===== src/sv/lztd_pkg.sv =====
`timescale 1ns / 1ps
// Types and codes shared by the triad decompressor modules.
// No dependencies.
package lztd_pkg;

    localparam int CNT_W = 9;

    localparam logic CFG_WIDE   = 1'b0;
    localparam logic CFG_WINDOW = 1'b1;

    typedef enum logic [1:0] {
        ERR_NONE   = 2'd0,
        ERR_OFFSET = 2'd1,
        ERR_TRUNC  = 2'd2,
        ERR_RAGGED = 2'd3
    } err_t;

    typedef struct packed {
        logic [15:0]      offset;
        logic [CNT_W-1:0] count;
        logic [7:0]       lit;
        logic             with_lit;
        logic             ragged;
        logic             trunc;
        logic             last;
    } cmd_t;

    typedef enum logic [2:0] {
        B_IDLE,
        B_START,
        B_RD,
        B_WR,
        B_LIT,
        B_EMPTY,
        B_FIN
    } bstate_t;

endpackage


===== src/sv/lztd_front.sv =====
`timescale 1ns / 1ps
// Front end: gathers stream bytes into triads and issues copy commands.
// Depends on lztd_pkg.
module lztd_front #(
    parameter int MAX_COPY = 511
) (
    input  logic          clk,
    input  logic          rst_n,
    input  logic          wide_format,
    input  logic          accept,
    input  logic [7:0]    in_byte,
    input  logic          end_of_stream,
    output logic          push,
    output lztd_pkg::cmd_t cmd
);
    import lztd_pkg::*;

    logic [4:0][7:0] bytes_reg, bytes_next, nb;
    logic [2:0]      fill_reg, fill_next;
    logic [2:0]      size, f, nf;
    logic [15:0]     off16, cnt16;
    logic            done;

    always_comb
    begin
        size = wide_format ? 3'd5 : 3'd3;
        f    = (fill_reg >= size) ? 3'd0 : fill_reg;
        nb   = (fill_reg >= size) ? '0 : bytes_reg;
        for (int i = 0; i < 5; i++)
        begin
            if (f == 3'(i))
            begin
                nb[i] = in_byte;
            end
        end
        nf = f + 3'd1;
        if (wide_format)
        begin
            off16   = {nb[1], nb[0]};
            cnt16   = {nb[3], nb[2]};
            cmd.lit = nb[4];
        end
        else
        begin
            off16   = {8'd0, nb[0]};
            cnt16   = {8'd0, nb[1]};
            cmd.lit = nb[2];
        end
        cmd.offset = off16;
        cmd.trunc  = (cnt16 > 16'(MAX_COPY));
        cmd.count  = cmd.trunc ? CNT_W'(MAX_COPY) : cnt16[CNT_W-1:0];
        cmd.last   = end_of_stream;
        cmd.with_lit = (nf == size);
        cmd.ragged   = (nf != size) && (nf != size - 3'd1);
        done = (nf == size) || end_of_stream;
        push = accept && done;
        bytes_next = bytes_reg;
        fill_next  = fill_reg;
        if (accept)
        begin
            bytes_next = done ? '0 : nb;
            fill_next  = done ? 3'd0 : nf;
        end
    end

    always_ff @(posedge clk or negedge rst_n)
    begin
        if (!rst_n)
        begin
            bytes_reg <= '0;
            fill_reg  <= '0;
        end
        else
        begin
            bytes_reg <= bytes_next;
            fill_reg  <= fill_next;
        end
    end
endmodule


===== config.mk =====
export PLATFORM = sky130hd
export DESIGN_NAME = lztd_front
export DESIGN_NICKNAME = d
export VERILOG_FILES = /design/src/sv/lztd_pkg.sv /design/src/sv/lztd_front.sv
export SDC_FILE = /design/constraint.sdc
export NUM_CORES = 1
export LEC_CHECK = 0
export BUFFER_PORTS_ARGS = -buffer_cell sky130_fd_sc_hd__buf_4
export CORE_MARGIN = 3
export CORE_UTILIZATION = 46
export CTS_CLUSTER_SIZE = 40
export DETAILED_ROUTE_END_ITERATION = 10
export PLACE_DENSITY = 0.68
export SLEW_MARGIN = 20
export SYNTH_ARGS = -nofsm -noshare
export SYNTH_HDL_FRONTEND = slang
export SYNTH_SLANG_ARGS = --single-unit
export TNS_END_PERCENT = 10

===== constraint.sdc =====
create_clock -name clk -period 5.9 [get_ports clk]
set_clock_uncertainty 0.05 [all_clocks]
set_input_delay 0.59 -clock clk [delete_from_list [all_inputs] [get_ports clk]]
set_output_delay 0.59 -clock clk [all_outputs]
set_load 0.01 [all_outputs]

==> metrics.txt <==
Final Hold Viols=0; fin cells=349; CP Launch Type=primary input; num rows=27; Worst-Margin Slew=988 ps; Antenna diodes=0; vias=2244; Syn Std Cell Area=0.00267 sq mm; vias in the first global route=2215; largest net degree at the start of global routing=44; mean routed wirelength per cell=21.0 um; Synth Net Count=257; Lkg Pwr=0.00147 uW; commonest non-fill, non-tap cell in the layout=buf_4; Setup CP Type=primary input to output port; worst min-delay path class=primary input to async pin; Core ar.=0.00557 sq mm; first-pass GRT wire length=11800 um; register area share after synthesis=40.3%; I/O pin total=51; pwr dens=402 mW/mm^2; # port buffers=50; die outline area=0.00676 sq mm; Inserted Clock Buffers=5; Final nets=296; DRT iter0 DRCs=163; minimum clock period=5010 ps; die height=82.2 um; buffer count from post-CTS setup fixing=0; YS warnings=0; CP arrival=4370 ps; RSZ-0062 raised after global routing=no; Worst-path clk slew=80 ps; Setup crit start=wide_format; status=finished clean; r2r worst-path depth=10; Via density=6.43; VDD IR max=0.298 mV; CTS tree=yes; share of layout cells above drive strength 1=33.2%; Critical R2R Launch=fill_reg[2]; Req. time, crit path=5260 ps; Placement Cell Area=0.00305 sq mm; Final ANT Viol Nets=0; fin area=0.00319 sq mm; RR Endpoint=bytes_reg[11]; Die Wd=82.2 um; Resized Gates After CTS=0; number of flip-flops in the largest register=40; aggregate global routing overflow=0; initial antenna violation count=0; clock sink count=43; Max Freq=200 MHz; gp weighted congestion=0.830; Pins Over Slew Limit=0; router iterations before antenna repair=4; # hold bufs at CTS=0; Area Growth Syn to Fin=19.3%; Synth Register Bits=43; Max-slew headroom=33.8%; hold slack final=226 ps; Post-DP HPWL=5020 um; syn avg cell area=11.3 sq um; Synth Flop Type=dfrtp_1; number of remaining DRC errors=0; final period utilization=84.9%; clock network latency to the later pin of the worst-skew pair=290 ps; cells after synthesis=237; Cell variety after synth=46; H-tree depth=2; # fillers=503; Routed Wire Length=7340 um; final setup fails=0; Worst Path Max Fanout=32; commonest non-fill, non-tap cells in the layout=54 x buf_4, 43 x dfrtp_1, 33 x a22o_1; dpl cells=341; setup_tns=0 ps; CTS root buffer=clkbuf_8; Async SR Flop Fraction=100%; Setup crit end kind=output port; Starting Density=47.9%; flop2flop setup slack=2230 ps; CTS max path bufs=2; Total Power=1280 uW; Global Route Usage Sum=23.0%; EDFF count, synth=0; maxcap violations=0
## final cells by class
cell class | instances | area (sq um) | share of cell area, %
Sequential cell | 43 | 1080 | 33.8
Inverter | 6 | 23.8 | 0.746
Timing Repair Buffer | 54 | 405 | 12.7
Tap cell | 72 | 90.1 | 2.83
Clock buffer | 5 | 68.8 | 2.16
Multi-Input combinational cell | 166 | 1460 | 45.7
Clock inverter | 3 | 67.6 | 2.12
## per-stage QoR
| step | setup slack [ps] | util (%) |
|---|---|---|
| final | 893 | 57.2 |
| after global placement | 1040 | 54.7 |
| after CTS | 961 | 57.2 |
| after global routing | 634 | 57.2 |
| after floorplan | 1660 | - |
| after detailed placement | 968 | 54.7 |
## layer usage
| metal | up-vias | share of wire (%) | global-route usage, % |
|---|---|---|---|
| li1 | 1034 | - | - |
| met1 | 1110 | 44 | 32.8 |
| met2 | 94 | 47 | 35.3 |
| met3 | 6 | 7.9 | 5.86 |
| met4 | 0 | 0.99 | 4.98 |
| met5 | - | 0 | 0 |
## synthesized netlist by cell type, types with 2 or more instances
cell type	number	area share, %
buf_4	4	1.1
nor4b_4	3	2.7
nor3_1	2	0.37
nor2b_1	3	0.70
a22o_1	33	11
mux2_2	10	4.2
a21oi_1	15	2.8
inv_1	5	0.70
nand2_1	6	0.84
dfrtp_1	43	40
and3_1	3	0.70
clkbuf_1	12	1.7
a22oi_1	8	2.2
a211oi_1	2	0.56
a21o_1	2	0.56
buf_1	3	0.42
ha_1	7	3.3
nor4_1	3	0.70
a32o_1	14	5.2
o41ai_4	2	2.1
nand3_1	3	0.56
and2_1	3	0.70
nor2_1	9	1.3
buf_2	2	0.37
a32oi_1	16	5.2
o41ai_2	3	1.8
and2_2	2	0.56
## worst max-delay path: stages
cell     delay (ps)
buf_4           140
inv_1           630
ha_1            430
o21ai_1         230
nand3_1         230
inv_1           130
ha_1            160
ha_1            480
nor4b_1         290
nand2_1         100
a31oi_1         540
a22oi_1         220
buf_4           200
## where the power goes
part	leakage [uW]	switching [uW]	internal, uW
clock	0.0000644	102	169
sequential	0.000591	33.4	342
combinational	0.000812	357	278
total	0.00147	493	788
## worst max path at each step
stage / depth (start not counted) / end / slack, ps
3_3_place_gp: 11 / cmd[11] / 1040
6_report: 13 / cmd[19] / 890
3_5_place_dp: 12 / cmd[19] / 970
5_1_grt: 13 / cmd[19] / 630
4_1_cts: 12 / cmd[19] / 960
2_1_floorplan: 14 / push / 1660
## kinds of logic after synthesis
kind of cell,after synthesis,synth area share [%]
buffers and inverters,28,5.24
AO/OA/AOI/OAI,103,34.4
adder cells (fa/ha/maj),7,3.28
AND/OR/NAND/NOR,46,12.6
flip-flops,43,40.3
multiplexers,10,4.21
Power figures use the tool's default switching activity.
