File: src/sv/lztd_pkg.sv
`timescale 1ns / 1ps
// Types and codes shared by the triad decompressor modules.
// No dependencies.
package lztd_pkg;

    localparam int CNT_W = 9;

    localparam logic CFG_WIDE   = 1'b0;
    localparam logic CFG_WINDOW = 1'b1;

    typedef enum logic [1:0] {
        ERR_NONE   = 2'd0,
        ERR_OFFSET = 2'd1,
        ERR_TRUNC  = 2'd2,
        ERR_RAGGED = 2'd3
    } err_t;

    typedef struct packed {
        logic [15:0]      offset;
        logic [CNT_W-1:0] count;
        logic [7:0]       lit;
        logic             with_lit;
        logic             ragged;
        logic             trunc;
        logic             last;
    } cmd_t;

    typedef enum logic [2:0] {
        B_IDLE,
        B_START,
        B_RD,
        B_WR,
        B_LIT,
        B_EMPTY,
        B_FIN
    } bstate_t;

endpackage

File: src/sv/lztd_queue.sv
`timescale 1ns / 1ps
// Two-entry command queue between front end and copy engine.
// Depends on lztd_pkg.
module lztd_queue (
    input  logic           clk,
    input  logic           rst_n,
    input  logic           push,
    input  lztd_pkg::cmd_t wdata,
    input  logic           pop,
    output lztd_pkg::cmd_t rdata,
    output logic           full,
    output logic           empty
);
    import lztd_pkg::*;

    cmd_t       ent_reg [2];
    logic       rd_reg, rd_next, wr_reg, wr_next;
    logic [1:0] cnt_reg, cnt_next;

    always_comb
    begin
        rdata    = ent_reg[rd_reg];
        full     = (cnt_reg == 2'd2);
        empty    = (cnt_reg == 2'd0);
        rd_next  = pop ? ~rd_reg : rd_reg;
        wr_next  = push ? ~wr_reg : wr_reg;
        cnt_next = cnt_reg + 2'(push) - 2'(pop);
    end

    always_ff @(posedge clk)
    begin
        if (push)
        begin
            ent_reg[wr_reg] <= wdata;
        end
    end

    always_ff @(posedge clk or negedge rst_n)
    begin
        if (!rst_n)
        begin
            rd_reg  <= 1'b0;
            wr_reg  <= 1'b0;
            cnt_reg <= '0;
        end
        else
        begin
            rd_reg  <= rd_next;
            wr_reg  <= wr_next;
            cnt_reg <= cnt_next;
        end
    end
endmodule

File: config.mk
export PLATFORM = sky130hd
export DESIGN_NAME = lztd_queue
export DESIGN_NICKNAME = d
export VERILOG_FILES = /design/src/sv/lztd_pkg.sv /design/src/sv/lztd_queue.sv
export SDC_FILE = /design/constraint.sdc
export NUM_CORES = 1
export LEC_CHECK = 0
export ABC_AREA = 1
export BUFFER_PORTS_ARGS = -buffer_cell sky130_fd_sc_hd__buf_4
export CORE_UTILIZATION = 35
export DETAILED_ROUTE_END_ITERATION = 6
export GPL_TIMING_DRIVEN = 0
export PLACE_DENSITY = 0.59
export SLEW_MARGIN = 10
export SYNTH_ARGS = -nofsm -noshare
export SYNTH_HDL_FRONTEND = slang
export SYNTH_SLANG_ARGS = --single-unit
File: constraint.sdc
create_clock -name clk -period 2.6 [get_ports clk]
set_input_delay 0.39 -clock clk [delete_from_list [all_inputs] [get_ports clk]]
set_output_delay 0.39 -clock clk [all_outputs]
set_load 0.01 [all_outputs]
==> out/qor.txt, run 1 <==
Status -> finished clean
Core area -> 0.00822 mm²
R2R setup slack -> 1190 ps
CTS tree -> yes
PD cells -> 1020 mW/mm²
Hold path cells -> 1
Worst Path Required -> 2210 ps
Clock skew -> 10.4 ps
Crit Path Class -> register to primary output
Min Hold Slack -> 225 ps
Worst Hold End -> ent_reg[0][22]
RSZ-0062 raised after global routing -> false
Sequential-to-total area share from yosys stat -> 78.3%
Inserted Clock Buffers -> 9
CTS Buffer Depth -> 2
Commonest non-fill, non-tap cells in the layout -> buf_4, edfxtp_1, inv_1, nand2_1, o21ai_0
IO buf count -> 79
Setup repair bufs after CTS -> 0
RePlAce Congestion -> 0.714
Worst R2R Path Depth -> 2
Final Slew Violations -> 0
Area taken by multi-input logic gates -> 413 µm²
Post-synthesis register bit count -> 78
Cells along the critical path -> clkbuf_1 -> o21ai_0 -> buf_4
Post-DP HPWL -> 3.55 mm
VDD IR max -> 0.000461 V
GRT Overall Usage -> 12.8%
Number of distinct library cells after synthesis -> 13
RR Startpoint -> wr_reg
Top achievable clock speed -> 0.544 GHz
Area grow syn2layout -> 32.0%
DR vias -> 1799
Grt ovf -> 0
Startpoint types -> register
Largest register FFs -> 74
Avg Inst Size Synth -> 13.6 µm²
Via/cell ratio -> 4.27
Worst-path fanout max -> 10
TritonRoute pass-1 iters -> 4
Nets@finish -> 354
Worst slew pin tran -> 488 ps
Starting Density -> 36.1%
Setup violators final -> 0
Clk slew on worst S/H paths -> 80 ps
Hold path start -> wdata[22]
DR DRC count -> 0
Ports -> 80
Largest net degree at the start of global routing -> 26
Vias in the first global route -> 1758
CTS root buffer -> clkbuf_8
H-tree depth -> 3
CTS resizes -> 0
Die Width -> 94.0 µm
Arr. time, crit path -> 1450 ps
CP max stage delay -> 380 ps
Period utilisation layout -> 70.8%
DP Worst Slack -> 1040 ps
Critical R2R Capture -> ent_reg[0][5]
Most common cell after layout, fill and taps aside -> buf_4
Global-route wire length before repair -> 8.05 mm
Die Y-Extent -> 94.0 µm
Synth Warn # -> 0
Initial antenna violation count -> 0
Initial DRC Count -> 69
CP Capture Type -> primary output
Tmin final -> 1840 ps
Worst rel slew slack -> 67.4%
N_diodes -> 0
Later-pin clock latency in the skew report -> 340 ps
Wire per inst -> 12.3 µm
Number of max-cap violations -> 0
Row count -> 33
Drt total wl -> 5.17 mm
Worst Setup SP -> rd_reg
# fillers -> 768
Cells after Synth -> 218
Post-route ant nets -> 0
Layout cells sized above 1 -> 32.9%
Sequential cell area -> 0.00232 mm²
Worst Hold Class -> input pin to register
Mapped Area -> 0.00296 mm²
Placed insts -> 404
Syn_nets -> 261
CTS sink cnt -> 78
Leak -> 1.68 nW
CP max stage cell -> dfrtp_1
Final WS setup -> 760 ps
Die ar. -> 0.00884 mm²
Hold buffer count at cts -> 1
Final hold vios -> 0
Post-route insts no fill -> 421
## synthesized netlist by cell type
cell	count	area share, %
nand2_1	43	5.4
dfrtp_1	4	3.4
o21ai_1	13	2.2
buf_6	5	1.9
o21ai_0	24	4.1
nor2_1	3	0.38
clkbuf_1	2	0.25
ha_1	2	0.84
inv_1	44	5.6
xor2_1	2	0.59
nand3_1	1	0.17
buf_4	1	0.25
edfxtp_1	74	75
## how the worst max path moves through the flow
stage / end / slack (ps) / depth (start not counted)
after floorplan: ent_reg[0][0] / 180 / 2
after detailed placement: ent_reg[0][32] / 1040 / 4
after CTS: rdata[9] / 670 / 3
final: rdata[9] / 760 / 3
after global routing: rdata[11] / 650 / 3
after global placement: ent_reg[0][27] / -990 / 3
## cell type report
cell class,instances,share of cell area [%]
plain buffers,8,1.82
clock buffers,10,3.26
clock inverters,6,0.991
inverters,44,4.22
multi-input cells,88,10.6
flip-flops and latches,78,59.4
well taps,105,3.36
repair buffers,82,16.4
## critical path, delay by kind of cell, from the launching register on
| family | cells | cell delay, ps |
|---|---|---|
| AOI/OAI and AO/OA | 1 | 190 |
| DFF | 1 | 380 |
| buffers and inverters | 2 | 530 |
## routing by layer
layer / vias up / track usage (%) / routed length [µm]
met5: - / 0 / 0
met4: 0 / 7.69 / 92
met3: 8 / 4.13 / 327
met2: 52 / 21.8 / 2610
met1: 830 / 13.7 / 2140
li1: 909 / - / -
## cell families after synthesis
group	count (synthesis)	share of synthesized area [%]
fa+ha+maj	2	0.844
buf+inv	52	7.98
simple gates	47	5.99
xor+xnor	2	0.591
compound gates	37	6.25
flops	78	78.3
## stage by stage
step	util (%)	instance area (µm²)	setup TNS (ps)	total power [mW]
floorplan	-	2960	0	2.52
global placement	44.9	3690	-36660	3.25
detailed placement	45.5	3740	0	3.29
CTS	47.6	3910	0	4.06
global route	47.6	3910	0	4.26
finish	47.6	3910	0	3.98
## power breakdown
group          leakage, nW  total, mW  internal [mW]  switching, mW
clock               0.0820      0.771          0.343          0.428
sequential           0.742       1.74           1.67         0.0730
combinational        0.853       1.47          0.673          0.795
(Power assumes the default switching activity.)
==> inputs of run 2 (changes only) <==
==> constraint.sdc (replaced) <==
create_clock -name clk -period 1.9 [get_ports clk]
set_input_delay 0.285 -clock clk [delete_from_list [all_inputs] [get_ports clk]]
set_output_delay 0.285 -clock clk [all_outputs]
set_load 0.01 [all_outputs]
==> run 2 against run 1 <==
Compared with the run above:
- sequential power increased by 37%
- global-route usage increased by 0.55 points
- sequential share of layout area decreased by 1.3 points
- clock skew decreased by 6.9 ps
- clock power increased by 87%
- first-iteration DRC count decreased by 25%
- cell count unchanged
- power increased by 48%
- non-clock buffer count unchanged
- critical path type unchanged
- critical endpoint is now rdata[29]
==> out/qor.txt, run 2 (synthesis gave the netlist of run 1 again) <==
Post-route setup TNS -> 0 ps (unchanged)
Nets@finish -> 354 (unchanged)
Worst-path fanout max -> 10 (unchanged)
Die Y-Extent -> 94.0 µm (unchanged)
Area grow syn2layout -> 35.0%
Ports -> 80 (unchanged)
Final Slew Violations -> 0 (unchanged)
VDD IR max -> 0.000560 V (+21%)
Placed inst area -> 0.00375 mm² (+0.40%)
Finished Cell Area -> 0.00400 mm² (+2.2%)
Drt total wl -> 5.16 mm (-0.15%)
Int Pwr -> 4.09 mW (+52%)
Largest register FFs -> 74 (unchanged)
Logic pwr share -> 34.9% (-2.0 points)
Grt ovf -> 0 (unchanged)
Worst Hold Class -> input pin to register
Commonest non-fill, non-tap cells in the layout -> buf_4, edfxtp_1, inv_1, nand2_1, o21ai_0
IO buf count -> 79 (unchanged)
Period utilisation layout -> 87.7%
CP Capture Type -> primary output
Initial DRC Count -> 52 (-25%)
Initial antenna violation count -> 0 (unchanged)
Vias in the first global route -> 1732 (-1.5%)
Inserted Clock Buffers -> 9 (unchanged)
Core area -> 0.00822 mm² (unchanged)
Worst slew pin tran -> 593 ps (+106 ps)
CTS root buffer -> clkbuf_8
H-tree depth -> 3 (unchanged)
CTS sink cnt -> 78 (unchanged)
TritonRoute pass-1 iters -> 4 (unchanged)
Clk pwr share -> 24.6% (+5.2 points)
Die ar. -> 0.00884 mm² (unchanged)
Psw -> 1.78 mW (+37%)
# fillers -> 737 (-4.0%)
Leak -> 1.72 nW (+2.4%)
Global-route wire length before repair -> 8.45 mm (+5.1%)
Startpoint types -> register
Largest net degree at the start of global routing -> 21 (-19%)
Clk slew on worst S/H paths -> 80 ps (about the same)
GRT Overall Usage -> 13.3% (+0.55 points)
CTS tree -> yes
N_diodes -> 0 (unchanged)
Most common cell after layout, fill and taps aside -> buf_4
Top achievable clock speed -> 0.600 GHz
DR vias -> 1789 (-0.56%)
RSZ-0062 raised after global routing -> false
Post-DP HPWL -> 3.48 mm (-2.1%)
Status -> finished clean
Final hold vios -> 0 (unchanged)
Crit Path Class -> register to primary output
Number of max-cap violations -> 0 (unchanged)
Arr. time, crit path -> 1380 ps (-70 ps)
Setup violators final -> 0 (unchanged)
Wire per inst -> 12.3 µm (-0.15%)
Worst Path Required -> 1620 ps (-590 ps)
Row count -> 33 (unchanged)
Sw Share -> 30.3% (-2.2 points)
Util after Layout -> 48.7% (+1.1 points)
Die Width -> 94.0 µm (unchanged)
CTS Buffer Depth -> 2 (unchanged)
Starting Density -> 36.1% (unchanged)
Area taken by multi-input logic gates -> 413 µm² (unchanged)
Layout cells sized above 1 -> 33.2% (+0.32 points)
Worst rel slew slack -> 60.3% (-7.1 points)
Later-pin clock latency in the skew report -> 340 ps (about the same)
Sequential cell area -> 0.00232 mm² (unchanged)
Clock skew -> 3.47 ps (-6.92 ps)
Post-route ant nets -> 0 (unchanged)
PD cells -> 1470 mW/mm² (+44%)
DR DRC count -> 0 (unchanged)
Setup repair bufs after CTS -> 0 (unchanged)
Seq pwr share -> 40.6% (-3.2 points)
Via/cell ratio -> 4.25 (-0.56%)
RePlAce Congestion -> 0.714 (unchanged)
Min Hold Slack -> 121 ps (-104 ps)
Tmin final -> 1670 ps
## run 2: changes by cell type in the layout (fill, tap and decap cells not counted), sizes merged
cell,change
bufinv,+3
clkbuf,-1
clkinv,-2
## run 2: critical path, stage by stage, from the launching register on
cell and delay (ps):
dfrtp_1 410, buf_6 160, buf_4 180, o21ai_1 160, buf_4 140
## run 2: final cells by class
class | instances | share of cell area (%)
sequential | 78 | 58.1
multi-input combinational | 88 | 10.3
tap | 105 | 3.28
buffer | 8 | 1.85
timing repair buffer | 82 | 16.5
clock buffer | 9 | 3.10
clock inverter | 7 | 2.82
inverter | 44 | 4.13
## run 2: timing repair
item / in CTS / in global routing
endpoints found under the setup margin: 0 / 10
hold buffers: 1 / 0
endpoints found under the hold margin: 4 / 0
gates resized for setup: 0 / 4
## run 2: worst paths after layout
path | from | end | slack, ps | depth (start not counted)
worst max register to register | wr_reg | ent_reg[0][23] | 420 | 2
worst min register to register | wr_reg | wr_reg | 550 | 1
max in group asynchronous | rst_n | rd_reg | 1520 | 2
worst min-delay path | wdata[11] | ent_reg[0][11] | 120 | 1
worst max-delay path | rd_reg | rdata[29] | 230 | 4
min in group asynchronous | rst_n | wr_reg | 280 | 2
## run 2: stage by stage
stage	setup WS [ps]	instances	total power [mW]
after detailed placement	398	404	4.53
after global routing	107	421	6.27
after CTS	57.0	421	5.98
final	233	421	5.87
after global placement	-538	402	4.43
after floorplan	104	218	3.44
## run 2: power by group through the flow
stage	registers, mW	logic, mW	clock network (mW)
after global routing	2.42	2.30	1.55
after global placement	2.43	2.01	0
after detailed placement	2.42	2.10	0
after floorplan	2.41	1.03	0
final	2.38	2.05	1.44
after CTS	2.38	2.11	1.48
## run 2: routing by layer
layer  global-route usage, %  share of wire (%)  up-vias
met2                    22.0                 50       58
met4                    6.92                2.3        0
li1                        -                  -      910
met1                    15.6                 42      810
met5                       0                  0        -
met3                    4.05                5.9       11
==> inputs of run 3 (changes only) <==
--- a/config.mk
+++ b/config.mk
@@ -5,7 +5,6 @@
 export SDC_FILE = /design/constraint.sdc
 export NUM_CORES = 1
 export LEC_CHECK = 0
-export ABC_AREA = 1
 export BUFFER_PORTS_ARGS = -buffer_cell sky130_fd_sc_hd__buf_4
 export CORE_UTILIZATION = 35
 export DETAILED_ROUTE_END_ITERATION = 6
==> run 3 against run 2 <==
Compared with the run above:
- first-iteration DRC count is 37% lower
- global-route usage is 2.3 points lower
- sequential share of layout area increased by 1.2 points
- combinational power shrank 4%
- critical path depth is the same
- via count shrank 20%
- clock-buffer cell count unchanged
- largest power group unchanged
==> out/qor.txt, run 3 <==
Post-route ant nets -> 0 (unchanged)
Area contributors post-synth -> edfxtp_1, mux2_4, mux2_2
DR DRC count -> 0 (unchanged)
Nets@finish -> 266 (-25%)
CTS resizes -> 0 (unchanged)
Period utilisation layout -> 94.8% (+7.1 points)
Sequential-to-total area share from yosys stat -> 78.7% (+0.40 points)
Post-DP HPWL -> 3.15 mm (-9.3%)
CTS Buffer Depth -> 2 (unchanged)
IO buf count -> 79 (unchanged)
Worst slew pin tran -> 645 ps (+51.3 ps)
Wire per inst -> 13.9 µm (+13%)
Worst Path Required -> 1620 ps (about the same)
Drt total wl -> 4.63 mm (-10%)
CP max stage delay -> 360 ps (-50 ps)
Grt ovf -> 0 (unchanged)
Util after Layout -> 48.0% (-0.72 points)
Clk slew on worst S/H paths -> 90 ps (about the same)
Clock skew -> 6.47 ps (+3.00 ps)
CTS root buffer -> clkbuf_8
Yosys top cell by area -> edfxtp_1
Area grow syn2layout -> 33.0%
Layout cells sized above 1 -> 61.4% (+28 points)
Area taken by multi-input logic gates -> 589 µm² (+43%)
RePlAce Congestion -> 0.629 (-12%)
Later-pin clock latency in the skew report -> 340 ps (about the same)
# fillers -> 718 (-2.6%)
Sequential cell area -> 0.00232 mm² (unchanged)
Mapped Area -> 0.00295 mm² (-0.51%)
Row count -> 33 (unchanged)
Die Width -> 93.8 µm (-0.25%)
Top-count cell post-synth -> edfxtp_1
H-tree depth -> 3 (unchanged)
CP Capture Type -> primary output
Synth cell count leaders -> edfxtp_1, mux2_4, mux2_2, dfrtp_1, buf_6
Cells along the critical path -> buf_6 -> buf_6 -> mux2_4 -> buf_4
Starting Density -> 36.1% (about the same)
Status -> finished clean
Leak -> 1.55 nW (-9.6%)
Largest register FFs -> 74 (unchanged)
Share of the synthesized area in the top cell type -> 75.4% (+0.38 points)
Post-route setup TNS -> 0 ps (unchanged)
Vias in the first global route -> 1452 (-16%)
Most common cell after layout, fill and taps aside -> buf_4
Startpoint types -> register
PD cells -> 1390 mW/mm² (-5.2%)
Initial antenna violation count -> 0 (unchanged)
N_diodes -> 0 (unchanged)
Core area -> 0.00818 mm² (-0.50%)
Commonest non-fill, non-tap cells in the layout -> buf_4, edfxtp_1, mux2_4
Number of distinct library cells after synthesis -> 13 (unchanged)
CP dominant cell by count -> buf_6
Number of max-cap violations -> 0 (unchanged)
Final Slew Violations -> 0 (unchanged)
Ports -> 80 (unchanged)
DR vias -> 1440 (-20%)
Syn_nets -> 173 (-34%)
Initial DRC Count -> 33 (-37%)
Post-synth EDFFs -> 74 (unchanged)
RSZ-0062 raised after global routing -> false
Die Y-Extent -> 93.8 µm (-0.25%)
Top achievable clock speed -> 0.555 GHz (-7.4%)
Worst rel slew slack -> 56.9% (-3.4 points)
CTS tree -> yes
CP max stage cell -> dfrtp_1
Main synth FF type -> edfxtp_1
VDD IR max -> 0.000631 V (+13%)
Arr. time, crit path -> 1520 ps (+140 ps)
Tmin final -> 1800 ps (+134 ps)
GRT Overall Usage -> 11.0% (-2.3 points)
Inserted Clock Buffers -> 9 (unchanged)
Post-synthesis register bit count -> 78 (unchanged)
Die ar. -> 0.00880 mm² (-0.50%)
Worst-path fanout max -> 10 (unchanged)
Via/cell ratio -> 4.32 (+1.8%)
Synth Warn # -> 0 (unchanged)
Fraction of registers with async set/reset -> 5.13% (unchanged)
Cells after Synth -> 130 (-40%)
TritonRoute pass-1 iters -> 3 (-1)
Crit Path Class -> register to primary output
CTS sink cnt -> 78 (unchanged)
Largest net degree at the start of global routing -> 29 (+38%)
Avg Inst Size Synth -> 22.7 µm² (+67%)
Final hold vios -> 0 (unchanged)
Global-route wire length before repair -> 7.04 mm (-17%)
Worst Hold Class -> input pin to register
Setup violators final -> 0 (unchanged)
[run 3: cell count changes in the layout (fill, tap and decap cells not counted), sizes merged, moves of 2 or more]
cell    delta
clkbuf     -2
nor2       -2
nand2     -43
nor2b      +2
inv       -39
buf        -2
o21ai     -37
bufinv     -3
mux2      +37
[run 3: final timing paths]
| check | start | to | slack [ps] | depth (start not counted) |
|---|---|---|---|---|
| max in group asynchronous | rst_n | wr_reg | 1530 | 2 |
| min | wdata[8] | ent_reg[0][8] | 120 | 1 |
| max reg2reg | wr_reg | ent_reg[0][26] | 380 | 2 |
| min reg2reg | wr_reg | wr_reg | 540 | 1 |
| max | rd_reg | rdata[18] | 100 | 4 |
| min in group asynchronous | rst_n | cnt_reg[1] | 280 | 2 |
[run 3: logic make-up after synthesis]
logic type / share of synthesized area (%)
xor+xnor: 1.40
fa+ha+maj: 0.848
buf+inv: 1.57
flops: 78.7
mux: 16.7
simple gates: 0.764
[run 3: layout make-up]
cell class                 instances  area share, %
inverter                           2          0.191
tap                              105           3.35
multi-input combinational         46           15.0
buffer                             4          0.989
clock buffer                       9           3.16
clock inverter                     7           1.47
timing repair buffer              82           16.6
sequential                        78           59.2
[run 3: routing by layer]
layer	part of all wire [%]	up-vias	GRT usage, %
met5	0	-	0
met4	1.0	0	4.62
met1	42	686	13.4
li1	-	693	-
met2	49	56	17.5
met3	7.6	5	4.05
[run 3: through the flow]
| stage | setup WS [ps] | std cells | area (µm²) | hold WS [ps] | power (mW) |
|---|---|---|---|---|---|
| 2_1_floorplan | 106 | 130 | 2950 | -10.6 | 3.58 |
| 3_3_place_gp | -551 | 314 | 3680 | 84.0 | 4.37 |
| 3_5_place_dp | 347 | 316 | 3730 | 86.5 | 4.44 |
| 4_1_cts | 45.9 | 333 | 3920 | 101 | 5.56 |
| 5_1_grt | 14.1 | 333 | 3920 | 97.0 | 5.77 |
| 6_report | 99.3 | 333 | 3920 | 124 | 5.46 |
[run 3: report_power, final]
part	internal, mW	switching, mW
Clock	0.492	0.616
Sequential	2.28	0.0969
Combinational	1.13	0.846
[run 3: critical path: cells and delay by family, from the launching register on]
kind / cells / cell delay, ps
multiplexers: 1 / 320
flip-flops: 1 / 360
buffers and inverters: 3 / 490
[run 3: timing repair]
action,4_1_cts,5_1_grt
hold endpoints to repair,4,0
hold buffers,1,0
buffers inserted,0,0
